<file path="src/sv/gb3_pkg.sv">
// ---------------------------------------------------------------------------
// gb3_pkg
// Shared types and constants of the 3x3 Gaussian blur stream core.
// ---------------------------------------------------------------------------
package gb3_pkg;

  typedef logic [7:0] pix_t;

  // window[row][col]: row 0 is two rows up, col 2 is the newest column
  typedef pix_t [2:0][2:0] win_t;

  // edge replication choices and end-of-frame mark for one output
  typedef struct packed {
    logic rep_top;
    logic rep_bottom;
    logic rep_left;
    logic rep_right;
    logic last;
  } edge_flags_t;

  localparam int PIX_W   = 8;
  localparam int LINE_W  = 2 * PIX_W;   // {upper, lower} line store word
  localparam int FW_W    = 11;          // frame_width register
  localparam int FH_W    = 16;          // frame_height register
  localparam int ROW_W   = FH_W + 1;    // row count runs one past the frame in drain
  localparam int SUM_W   = 12;          // 16 * 255 fits
  localparam int APB_DW  = 32;
  localparam int APB_AW  = 3;

  localparam logic OP_PIXEL = 1'b0;
  localparam logic OP_DRAIN = 1'b1;

  localparam logic REG_FRAME_WIDTH  = 1'b0;
  localparam logic REG_FRAME_HEIGHT = 1'b1;

  localparam logic [FW_W-1:0] FRAME_WIDTH_RST  = FW_W'(640);
  localparam logic [FH_W-1:0] FRAME_HEIGHT_RST = FH_W'(480);

endpackage

</file>
<file path="src/sv/gb3_cfg_regs.sv">
// ---------------------------------------------------------------------------
// gb3_cfg_regs
// APB register file: frame width and frame height, with a restart pulse.
// ---------------------------------------------------------------------------
module gb3_cfg_regs
  import gb3_pkg::*;
(
  input  logic              clk,
  input  logic              rst_n,
  input  logic              psel,
  input  logic              penable,
  input  logic              pwrite,
  input  logic [APB_AW-1:0] paddr,
  input  logic [APB_DW-1:0] pwdata,
  output logic [APB_DW-1:0] prdata,
  output logic              pready,
  output logic [FW_W-1:0]   frame_width,
  output logic [FH_W-1:0]   frame_height,
  output logic              restart
);

  logic [FW_W-1:0] frame_width_r;
  logic [FH_W-1:0] frame_height_r;
  logic            wr_en;
  logic            reg_sel;

  assign pready  = 1'b1;
  assign reg_sel = paddr[2];
  assign wr_en   = psel & penable & pwrite & pready;
  assign restart = wr_en;

  always_ff @(posedge clk) begin
    if (!rst_n) begin
      frame_width_r  <= FRAME_WIDTH_RST;
      frame_height_r <= FRAME_HEIGHT_RST;
    end else if (wr_en) begin
      unique case (reg_sel)
        REG_FRAME_WIDTH:  frame_width_r  <= pwdata[FW_W-1:0];
        REG_FRAME_HEIGHT: frame_height_r <= pwdata[FH_W-1:0];
        default: ;
      endcase
    end
  end

  always_comb begin
    unique case (reg_sel)
      REG_FRAME_WIDTH:  prdata = APB_DW'(frame_width_r);
      REG_FRAME_HEIGHT: prdata = APB_DW'(frame_height_r);
      default:          prdata = '0;
    endcase
  end

  assign frame_width  = frame_width_r;
  assign frame_height = frame_height_r;

endmodule

</file>
<file path="config.mk">
export PLATFORM = sky130hd
export DESIGN_NAME = gb3_cfg_regs
export DESIGN_NICKNAME = d
export VERILOG_FILES = /design/src/sv/gb3_pkg.sv /design/src/sv/gb3_cfg_regs.sv
export SDC_FILE = /design/constraint.sdc
export NUM_CORES = 1
export LEC_CHECK = 0
export BUFFER_PORTS_ARGS = -buffer_cell sky130_fd_sc_hd__buf_4
export CORE_MARGIN = 2
export CORE_UTILIZATION = 36
export CTS_CLUSTER_DIAMETER = 100
export CTS_CLUSTER_SIZE = 12
export DETAILED_ROUTE_END_ITERATION = 8
export HOLD_SLACK_MARGIN = 0.02
export PLACE_DENSITY = 0.84
export SLEW_MARGIN = 10
export SYNTH_ARGS = -nofsm -noshare
export SYNTH_HDL_FRONTEND = slang
export SYNTH_SLANG_ARGS = --single-unit
</file>
<file path="constraint.sdc">
create_clock -name clk -period 0.98 [get_ports clk]
set_clock_uncertainty 0.15 [all_clocks]
set_input_delay 0.049 -clock clk [delete_from_list [all_inputs] [get_ports clk]]
set_output_delay 0.049 -clock clk [all_outputs]
set_load 0.005 [all_outputs]
</file>
==> out/qor.yml <==
power_and_ir_drop:
  p_total_w: 0.00228
  power.share.clock_pct: 27.5
  pwr-share-comb_pct: 22.3
  vdd_drop_max_mv: 0.621
  intPower_w: 0.00173
  p_per_area_mw_per_mm2: 861
  p_sw_w: 0.000545
  pwr-share-seq_pct: 50.1
  switching_share_pct: 23.9
  leakage_nw: 1.26
setup_path:
  crit_family: "flip-flops"
  cp_max_fo: 2
  r2r-start: "frame_width[9]"
  slowest_delay_ns: 0.33
  critPathLaunchType: "register"
  rrSetupSlack_ns: 0
  critPathLaunch: "frame_width[9]"
  path_depth: 2
  timing.critical_path.buf_inv: 1
  cp.arrival_ns: 1.00
  slowest_stage: "dfxtp_2"
  critPathKind: "register to primary output"
  worstPathRequired_ns: 0.78
  regToRegEndpoint: "frame_width[9]"
  r2r_cells: 4
  cp_cell_sequence: "mux2_4 -> buf_6"
  end_kind: "primary output"
  crit_path_end: "prdata[9]"
synth:
  syn_area_mm2: 0.00141
  synth_area_per_cell_um2: 9.35
  yosysSeqAreaShare_pct: 38.3
  ys_warn_count: 0
  synth_seq_cells: 27
  ys_types: 16
  netlist_instances: 151
layout:
  syn_to_final_growth_pct: 87.6
  final_cell_mix: "buf_6, buf_4, nand2_1"
  nets: 303
  final_area_mm2: 0.00265
  final_core_util_pct: 71.2
  drive_above_1_share_pct: 56.1
  insertedDiodeCount: 0
  mostFrequentLayoutCell: "buf_6"
global_route:
  grt.total_usage_pct: 19.0
  grt_pass1_wl_um: 6400
  grt_pass1_vias: 1406
  grt_max_degree: 23
  antenna_found_initial: 0
  grt_overflow_total: 0
outcome:
  status: "finished, violations left"
  violations: "negative setup slack"
clock_network:
  htree_levels: 1
  clockRootBuffer: "clkbuf_8"
  clock-sinks: 27
  clk_pin_slew_worst_paths_ns: 0.09
  cts_tree: "done"
  clk_latency_ns: 0.26
  clockBufferDepth: 2
  cts_buffers: 3
job:
  drv_cap: 0
route:
  avgViaCountPerCell: 4.50
  initialDrtViolationCount: 49
  vias: 1395
  remaining_drc_errors: 0
  detail_route.first_pass.iterations: 4
  drt_wl_total_um: 4320
  postRouteAntennaNets: 0
  avgRoutedWirePerCell_um: 13.9
timing:
  fin_ws_ns: -0.215
  max_freq_mhz: 837
  setup_viol: 38
  fin_crit_sh_pct: 122
  period_needed_ns: 1.20
  rsz0062_at_grt: "true"
  slew_viol_final: 0
  hold_viol: 0
die:
  rows: 22
  coreArea_mm2: 0.00372
  chipWidth_um: 66.6
  dieHeight_um: 66.6
  die_area_mm2: 0.00444
  io_pins: 101
  initial_core_util_pct: 38.0
place:
  portBuffers: 65
  post-dp-hpwl_um: 2430
  place_area_mm2: 0.00194
  routabilityCongestion: 0.691
worst_hold_path:
  min_path_type: "primary input to register"
[worst min-delay path, stage by stage]
cell and delay (ns):
buf_4 0.14, nor2b_1 0.14, mux2i_1 0.07
[per-layer routing]
metal | global-route usage, % | routed length [um] | up-vias
met5 | 0 | 0 | -
met4 | 3.06 | 15 | 0
li1 | - | - | 684
met3 | 3.21 | 196 | 2
met2 | 40.0 | 2510 | 42
met1 | 19.1 | 1590 | 667
[synthesized netlist by cell type]
master	number	area, um2
and4_1	1	8.76
nand4_1	1	6.26
nand2_1	36	135
buf_6	3	33.8
buf_2	5	25.0
and3_1	1	6.26
dfxtp_1	27	541
clkbuf_1	2	7.51
nand4b_1	1	8.76
mux2_2	11	124
and4b_1	1	10.0
and2_1	5	31.3
conb_1	2	7.51
buf_4	17	128
mux2i_1	27	270
nor2b_1	11	68.8
[stage by stage]
| stage | hold slack, ns | setup TNS, ns | worst slack [ns] | instances |
|---|---|---|---|---|
| floorplan | 0.0411 | 0 | 0.0464 | 166 |
| global route | 0.0304 | -4.73 | -0.247 | 310 |
| finish | 0.0105 | -3.59 | -0.215 | 310 |
| CTS | 0.0120 | -3.52 | -0.202 | 303 |
| detailed placement | 0.166 | -0.950 | -0.0910 | 263 |
| global placement | 0.159 | -0.507 | -0.0482 | 263 |
[repair_timing]
| action | 4_1_cts | 5_1_grt |
|---|---|---|
| setup endpoints to repair | 19 | 42 |
| pin swaps | 0 | 0 |
| hold endpoints to repair | 27 | 1 |
| hold buffers | 17 | 1 |
| gates resized for setup | 74 | 30 |
| buffers inserted | 19 | 12 |
[flip-flops by register name (all words and copies together), names as in the netlist]
name and count:
frame_height 16, frame_width 11
[cells by family (layout without fill, tap and decap cells)]
group,Yosys count,in the layout,synth area share [%]
buf+inv,27,123,13.7
flops,27,27,38.3
other cells,2,17,0.532
mux,38,38,27.9
simple gates,57,57,19.5
[worst min-delay path by stage]
stage               start  cells after the start               end
4_1_cts             rst_n                      3   frame_height[7]
3_5_place_dp   pwdata[12]                      3  frame_height[12]
3_3_place_gp   pwdata[13]                      3  frame_height[13]
6_report            rst_n                      3   frame_height[8]
2_1_floorplan  pwdata[11]                      2  frame_height[11]
5_1_grt             rst_n                      3    frame_width[9]
[area by class of cell]
class,instances,area [um2]
Sequential cell,27,574
Multi-Input combinational cell,112,772
Timing Repair Buffer,119,1200
Tap cell,48,60.1
Clock buffer,4,45.0
Fill cell,278,1070
[power groups by stage]
stage / clock [W] / combinational, W / sequential [W]
global route: 0.000679 / 0.000548 / 0.00115
detailed placement: 0 / 0.000346 / 0.00116
finish: 0.000627 / 0.000509 / 0.00114
floorplan: 0 / 0.000205 / 0.00116
global placement: 0 / 0.000341 / 0.00116
CTS: 0.000634 / 0.000470 / 0.00114
Note: power is estimated with default switching activity, not from simulation.
