**src/sv/gb3_pkg.sv**
```systemverilog
// ---------------------------------------------------------------------------
// gb3_pkg
// Shared types and constants of the 3x3 Gaussian blur stream core.
// ---------------------------------------------------------------------------
package gb3_pkg;

  typedef logic [7:0] pix_t;

  // window[row][col]: row 0 is two rows up, col 2 is the newest column
  typedef pix_t [2:0][2:0] win_t;

  // edge replication choices and end-of-frame mark for one output
  typedef struct packed {
    logic rep_top;
    logic rep_bottom;
    logic rep_left;
    logic rep_right;
    logic last;
  } edge_flags_t;

  localparam int PIX_W   = 8;
  localparam int LINE_W  = 2 * PIX_W;   // {upper, lower} line store word
  localparam int FW_W    = 11;          // frame_width register
  localparam int FH_W    = 16;          // frame_height register
  localparam int ROW_W   = FH_W + 1;    // row count runs one past the frame in drain
  localparam int SUM_W   = 12;          // 16 * 255 fits
  localparam int APB_DW  = 32;
  localparam int APB_AW  = 3;

  localparam logic OP_PIXEL = 1'b0;
  localparam logic OP_DRAIN = 1'b1;

  localparam logic REG_FRAME_WIDTH  = 1'b0;
  localparam logic REG_FRAME_HEIGHT = 1'b1;

  localparam logic [FW_W-1:0] FRAME_WIDTH_RST  = FW_W'(640);
  localparam logic [FH_W-1:0] FRAME_HEIGHT_RST = FH_W'(480);

endpackage

```
**src/sv/gb3_kernel.sv**
```systemverilog
// ---------------------------------------------------------------------------
// gb3_kernel
// 1 2 1 / 2 4 2 / 1 2 1 weighted sum with edge replication, divide by 16,
// and the result register.
// ---------------------------------------------------------------------------
module gb3_kernel
  import gb3_pkg::*;
(
  input  logic        clk,
  input  logic        rst_n,
  input  logic        win_valid,
  input  win_t        win,
  input  edge_flags_t flags,
  output logic        win_take,
  output logic        out_valid,
  input  logic        out_stall,
  output pix_t        out_filtered_pixel,
  output logic        out_frame_last
);

  logic               out_valid_r;
  pix_t               pixel_r;
  logic               last_r;
  logic               out_free;
  pix_t [2:0]         row_top;
  pix_t [2:0]         row_bot;
  logic [SUM_W-1:0]   rs [3];
  logic [SUM_W-1:0]   total;
  pix_t [2:0][2:0]    rows;

  assign row_top = flags.rep_top    ? win[1] : win[0];
  assign row_bot = flags.rep_bottom ? win[1] : win[2];

  always_comb begin
    rows[0] = row_top;
    rows[1] = win[1];
    rows[2] = row_bot;
    for (int r = 0; r < 3; r++) begin
      rs[r] = SUM_W'(flags.rep_left  ? rows[r][1] : rows[r][0])
            + (SUM_W'(rows[r][1]) << 1)
            + SUM_W'(flags.rep_right ? rows[r][1] : rows[r][2]);
    end
    total = rs[0] + (rs[1] << 1) + rs[2];
  end

  assign out_free = !out_valid_r || !out_stall;
  assign win_take = win_valid && out_free;

  always_ff @(posedge clk) begin
    if (!rst_n) begin
      out_valid_r <= 1'b0;
    end else if (out_free) begin
      out_valid_r <= win_valid;
    end
  end

  always_ff @(posedge clk) begin
    if (win_take) begin
      pixel_r <= total[SUM_W-1:4];
      last_r  <= flags.last;
    end
  end

  assign out_valid          = out_valid_r;
  assign out_filtered_pixel = pixel_r;
  assign out_frame_last     = last_r;

endmodule

```
**config.mk**
```make
export PLATFORM = sky130hd
export DESIGN_NAME = gb3_kernel
export DESIGN_NICKNAME = d
export VERILOG_FILES = /design/src/sv/gb3_pkg.sv /design/src/sv/gb3_kernel.sv
export SDC_FILE = /design/constraint.sdc
export NUM_CORES = 1
export LEC_CHECK = 0
export BUFFER_PORTS_ARGS = -buffer_cell sky130_fd_sc_hd__buf_2
export CAP_MARGIN = 20
export CELL_PAD_IN_SITES_DETAIL_PLACEMENT = 2
export CELL_PAD_IN_SITES_GLOBAL_PLACEMENT = 2
export CORE_MARGIN = 3
export CORE_UTILIZATION = 32
export CTS_CLUSTER_SIZE = 40
export DETAILED_ROUTE_END_ITERATION = 8
export GPL_TIMING_DRIVEN = 0
export PLACE_DENSITY_LB_ADDON = 0.1
export SLEW_MARGIN = 10
export SYNTH_ARGS = -nofsm -noshare
export SYNTH_HDL_FRONTEND = slang
export SYNTH_SLANG_ARGS = --single-unit
```
**constraint.sdc**
```tcl
create_clock -name clk -period 6.6 [get_ports clk]
set_input_delay 0 -clock clk [delete_from_list [all_inputs] [get_ports clk]]
set_output_delay 0 -clock clk [all_outputs]
set_load 0.05 [all_outputs]
```
==> results.tsv, run 1 <==
metric	value	unit
status	completed	
dieHeight	106	um
ys_seq_elements	10	
cap_viol_max_count	0	
layout.filler_cells	1111	
cp_max_fo	20	
layout.cells.most_common_list	sky130_fd_sc_hd__buf_2 (93), sky130_fd_sc_hd__inv_1 (76), sky130_fd_sc_hd__fa_1 (45)	
synth_largest_area_cell	sky130_fd_sc_hd__fa_1	
grt_setup_unrepaired	no	
place_inst	574	
syn-num-nets	506	
synthFlopType	sky130_fd_sc_hd__edfxtp_1	
cts.root.buffer_cell	sky130_fd_sc_hd__clkbuf_8	
clk_transition_reported_paths	0.05	ns
grt_overflow_total	0	
antenna_found_initial	0	
post-dp-hpwl	9.58	mm
yosysUniqueCellTypes	35	
critical_path.cell_chain	buf_2, mux2_2, fa_1, ha_1, a21oi_1, o211ai_1, nor2_1, xor2_1, fa_1, fa_1, inv_1, fa_1, inv_1, fa_1, inv_1, ha_1, a21o_1, a211oi_1, a22o_1, mux2i_1, xor2_1	
cts-root-to-sink-buffers	2	
grt_pass1_vias	3401	
htree_levels	1	
critical_path_buf_inv_count	4	
final_design_area_no_fill	3850	um^2
cp-start-kind	input pin	
route.detailed.vias_per_inst	4.91	
fp.coreArea	9460	um^2
fp.dieW	106	um
setup_viol_count_final	0	
finalHoldViolCount	0	
relSlewSlack	36.0	%
placement.cell_area	3800	um^2
portBuffers	88	
drc_errors	0	
synth_async_sr_flop_share	0	%
design.portCount	92	
synth.top_cells.by_area	sky130_fd_sc_hd__fa_1 (28%), sky130_fd_sc_hd__mux2i_1 (12%), sky130_fd_sc_hd__ha_1 (9.0%), sky130_fd_sc_hd__inv_1 (8.9%), sky130_fd_sc_hd__mux2_2 (8.8%)	
critical_path.max_stage_delay	0.53	ns
synthCells	357	
groute.layer.met2.usage	40.3	%
routed_wl	10.8	mm
grt_total_usage	20.2	%
arrival	6.10	ns
crit_required	6.59	ns
cellPowerDensity	648	nW/um^2
route.antenna.remaining_nets	0	
final_layout_size_suffix_gt1_share	27.7	%
tightestPinTransition	0.959	ns
numCtsBuffers	3	
layout.cells.non_filler	577	
multi_input_comb_area	2560	um^2
worst_skew	0.00724	ns
post-layout-total-power	2.49	mW
final-max-slew-violation-count	0	
intPower	1.19	mW
yosys_warnings	0	
most_common_cell_after_layout_fill_and_taps_aside	sky130_fd_sc_hd__buf_2	
share_clk_of_total_power	2.7	%
min_cycle_time_layout	6.11	ns
place_worst_setup_slack	-0.394	ns
p_comb_share	87.9	%
cts_tree	built	
gr-max-usage-layer	met2	
power_frac_seq	9.4	%
critPathCaptureType	flip-flop	
synth_enable_flop_cells	9	
synth_sequential_area_ratio	9.07	%
worst_slack	0.487	ns
power.net_switching	1.30	mW
final-seq-area	290	um^2
power_leakage	2.01	nW
holdWs	0.000742	ns
clkLatencyLatePin	0.24	ns
path_common_cell	sky130_fd_sc_hd__fa_1	
vdd_drop_max	0.318	mV
power.switching_fraction	52.2	%
placement_rows	35	
detail_route.first_pass.iterations	4	
fin_setup_tns	0	ns
final_net_count	598	
grt.met3_usage	2.31	%
floorplan.die_area	11200	um^2
maxClockFrequency	164	MHz
syn-mean-instance-area	8.96	um^2
final_core_util	40.7	%
cp_top_family	adder cells	
grt_max_degree	12	
fin_crit_sh	92.6	%
clock_sinks	10	
post-synth-top-area-fraction	28.2	%
grt_first_pass_wirelength	17.8	mm
critical-path-slowest-cell	sky130_fd_sc_hd__fa_1	
critPathKind	in2reg	
synthToLayoutAreaGrowth	20.3	%
wl_per_cell	18.7	um
via_count	2832	
detailedRoute.firstIterationViolations	63	
holdCritPathClass	in2reg	
post_cts_buffers	0	
initial_utilization	33.8	%
groute.layer.met1.usage	23.5	%
synthesis.area	3200	um^2
antenna_cells_inserted	0	
place.gp.congestion	0.838	
per-layer routing:
| metal | share of wire (%) | wire length [um] | vias to the layer above |
|---|---|---|---|
| met5 | 0 | 0 | - |
| met4 | 1.7 | 178 | 0 |
| met3 | 3.8 | 406 | 12 |
| met2 | 54 | 5820 | 74 |
| met1 | 41 | 4370 | 1398 |
| li1 | - | - | 1348 |
synth_stat cells, types with 3 or more instances:
cell type and number:
sky130_fd_sc_hd__a211oi_1 5, sky130_fd_sc_hd__a21oi_1 23, sky130_fd_sc_hd__buf_2 5, sky130_fd_sc_hd__clkbuf_1 7, sky130_fd_sc_hd__edfxtp_1 9, sky130_fd_sc_hd__fa_1 45
sky130_fd_sc_hd__ha_1 23, sky130_fd_sc_hd__inv_1 76, sky130_fd_sc_hd__mux2_2 25, sky130_fd_sc_hd__mux2i_1 37, sky130_fd_sc_hd__nand2_1 20, sky130_fd_sc_hd__nor2_1 18
sky130_fd_sc_hd__nor2b_1 4, sky130_fd_sc_hd__nor3_1 5, sky130_fd_sc_hd__o21ai_0 17, sky130_fd_sc_hd__or3_1 3, sky130_fd_sc_hd__xnor2_1 6, sky130_fd_sc_hd__xor2_1 8
path summary, 6_finish.rpt:
| kind | startpoint | end | slack [ns] | cells after the start |
|---|---|---|---|---|
| worst max-delay path | flags[2] | out_filtered_pixel[7] | 0.49 | 21 |
| worst min-delay path | rst_n | out_valid | 0.0007 | 2 |
| worst max register to register | out_valid | out_filtered_pixel[1] | 5.18 | 1 |
| worst min register to register | out_valid | out_valid | 0.58 | 2 |
timing repair:
item                                    in CTS  in global routing
hold buffers                                 1                  0
endpoints found under the setup margin       1                  1
resized for setup                            0                  1
endpoints found under the hold margin        1                  0
sequential cells by signal (all words and copies together) (netlist names):
| name | cells |
|---|---|
| out_filtered_pixel | 8 |
| out_frame_last | 1 |
| out_valid | 1 |
power groups by stage:
stage,combinational (mW),sequential [mW],clock (mW)
after floorplan,1.60,0.330,0
after global placement,2.09,0.231,0
after detailed placement,2.22,0.235,0
after CTS,2.24,0.235,0.0691
after global routing,2.52,0.238,0.0723
final,2.19,0.233,0.0674
layout make-up:
class,instances,share of cell area [%]
buffer,12,1.36
clock buffer,3,1.07
clock inverter,1,0.0975
inverter,76,7.41
multi-input combinational,257,66.6
sequential,10,7.54
tap,129,4.19
timing repair buffer,89,11.7
cells by family after synthesis:
family | synth area share, %
AND/OR/NAND/NOR | 7.98
adder cells (fa/ha/maj) | 37.2
AO/OA/AOI/OAI | 10.1
multiplexers | 21.1
flip-flops | 9.07
buffers and inverters | 10.8
XOR/XNOR | 3.83
Note: power is estimated with default switching activity, not from simulation.
==> run 2, diff against run 1 <==
RECOVER_POWER = 100   (was default)
==> results.tsv, run 2 (same netlist as run 1, synthesis figures left out) <==
metric	value	unit	change
status	complete, but fails checks		was completed
final-max-slew-violation-count	0		unchanged
arrival	6.10	ns	about the same
maxClockFrequency	164	MHz	about the same
largest_register_ffs	8		unchanged
wl_per_cell	18.7	um	about the same
vdd_drop_max	0.318	mV	about the same
grt_setup_unrepaired	no		unchanged
numCtsBuffers	3		unchanged
holdWs	0.0000327	ns	was 0.000742 ns
fp.coreArea	9460	um^2	unchanged
most_common_cell_after_layout_fill_and_taps_aside	sky130_fd_sc_hd__buf_2		unchanged
post-dp-hpwl	9.58	mm	unchanged
clkLatencyLatePin	0.24	ns	about the same
min_cycle_time_layout	6.11	ns	about the same
critical_path_buf_inv_count	4		unchanged
gr-max-usage-layer	met2		unchanged
cap_viol_max_count	1		was 0
initial_utilization	33.8	%	unchanged
detail_route.first_pass.iterations	4		unchanged
place_worst_setup_slack	-0.394	ns	unchanged
portBuffers	88		unchanged
groute.layer.met2.usage	40.3	%	unchanged
finalHoldViolCount	0		unchanged
groute.layer.met1.usage	23.5	%	unchanged
critical_path.max_stage_delay	0.53	ns	about the same
critPathCaptureType	flip-flop		unchanged
dieHeight	106	um	unchanged
grt_pass1_vias	3401		unchanged
tightestPinTransition	1.48	ns	was 0.959 ns
cts_tree	built		unchanged
synthToLayoutAreaGrowth	19.9	%	was 20.3%
cp_max_fo	20		unchanged
cp-start-kind	input pin		unchanged
floorplan.die_area	11200	um^2	unchanged
final_core_util	40.6	%	was 40.7%
reg2reg_slack	4.77	ns	was 5.18 ns
path_common_cell	sky130_fd_sc_hd__fa_1		unchanged
grt_first_pass_wirelength	17.8	mm	unchanged
grt_overflow_total	0		unchanged
placement_rows	35		unchanged
critical-path-slowest-cell	sky130_fd_sc_hd__fa_1		unchanged
layout.cells.most_common_list	sky130_fd_sc_hd__buf_2 (82), sky130_fd_sc_hd__inv_1 (76), sky130_fd_sc_hd__fa_1 (45)		was sky130_fd_sc_hd__buf_2 (93), sky130_fd_sc_hd__inv_1 (76), sky130_fd_sc_hd__fa_1 (45)
layout.filler_cells	1118		was 1111
route.antenna.remaining_nets	0		unchanged
clock_sinks	10		unchanged
htree_levels	1		unchanged
worst_slack	0.488	ns	was 0.487 ns
antenna_found_initial	0		unchanged
cts-root-to-sink-buffers	2		unchanged
drc_errors	0		unchanged
detailedRoute.firstIterationViolations	51		was 63
cts.root.buffer_cell	sky130_fd_sc_hd__clkbuf_8		unchanged
setup_viol_count_final	0		unchanged
cellPowerDensity	648	nW/um^2	about the same
routed_wl	10.8	mm	about the same
crit_required	6.59	ns	about the same
route.detailed.vias_per_inst	4.90		was 4.91
clk_transition_reported_paths	0.05	ns	about the same
grt_max_degree	12		unchanged
power_leakage	1.98	nW	was 2.01 nW
relSlewSlack	0.776	%	was 36.0%
holdCritPathClass	in2reg		unchanged
critPathKind	in2reg		unchanged
critical_path.cell_chain	buf_2, mux2_1, fa_1, ha_1, a21oi_1, o211ai_1, nor2_1, xor2_1, fa_1, fa_1, inv_1, fa_1, inv_1, fa_1, inv_1, ha_1, a21o_1, a211oi_1, a22o_1, mux2i_1, xor2_1		was buf_2, mux2_2, fa_1, ha_1, a21oi_1, o211ai_1, nor2_1, xor2_1, fa_1, fa_1, inv_1, fa_1, inv_1, fa_1, inv_1, ha_1, a21o_1, a211oi_1, a22o_1, mux2i_1, xor2_1
final_layout_size_suffix_gt1_share	25.0	%	was 27.7%
final_net_count	598		unchanged
worst_skew	0.00704	ns	was 0.00724 ns
via_count	2827		was 2832
place.gp.congestion	0.838		unchanged
cp_top_family	adder cells		unchanged
antenna_cells_inserted	0		unchanged
grt.met3_usage	2.31	%	unchanged
grt_total_usage	20.2	%	unchanged
failed_checks	capacitance limit		
design.portCount	92		unchanged
fp.dieW	106	um	unchanged
fin_crit_sh	92.6	%	about the same
[run 2: layer usage]
metal	up-vias	part of all wire, %
met5	-	0
met4	0	1.7
met3	12	3.7
met1	1392	41
met2	74	54
li1	1349	-
[run 2: where the power goes]
| part | switching (mW) | internal, mW | total [mW] |
|---|---|---|---|
| Clock | 0.0265 | 0.0410 | 0.0674 |
| Sequential | 0.00876 | 0.226 | 0.234 |
| Combinational | 1.27 | 0.917 | 2.18 |
[run 2: final timing paths]
path                                 from               endpoint  cells past startpoint
worst min register to register  out_valid              out_valid                      2
worst min-delay path                rst_n              out_valid                      2
worst max-delay path             flags[2]  out_filtered_pixel[7]                     21
worst max register to register  out_valid  out_filtered_pixel[1]                      1
[run 2: stage by stage]
| stage | power (mW) | cells | setup TNS [ns] | instance area, um^2 |
|---|---|---|---|---|
| final | 2.49 | 577 | 0 | 3840 |
| after floorplan | 1.93 | 357 | 0 | 3200 |
| after detailed placement | 2.45 | 574 | -0.762 | 3800 |
| after global placement | 2.32 | 574 | -0.437 | 3800 |
| after CTS | 2.54 | 578 | 0 | 3850 |
| after global routing | 2.83 | 577 | 0 | 3840 |
[run 2: layout make-up]
type	instances	area (um^2)	area share, %
tap	129	161	4.21
buffer	12	52.6	1.37
inverter	76	285	7.44
sequential	10	290	7.57
multi-input combinational	257	2560	66.9
clock buffer	3	41.3	1.08
timing repair buffer	89	437	11.4
clock inverter	1	3.75	0.0978
[run 2: what timing repair did]
item / CTS / global route
setup endpoints to repair: 1 / 1
gates cloned: 0 / 0
hold buffers: 1 / 0
endpoints found under the hold margin: 1 / 0
gates resized for setup: 0 / 1
buffers inserted: 0 / 0
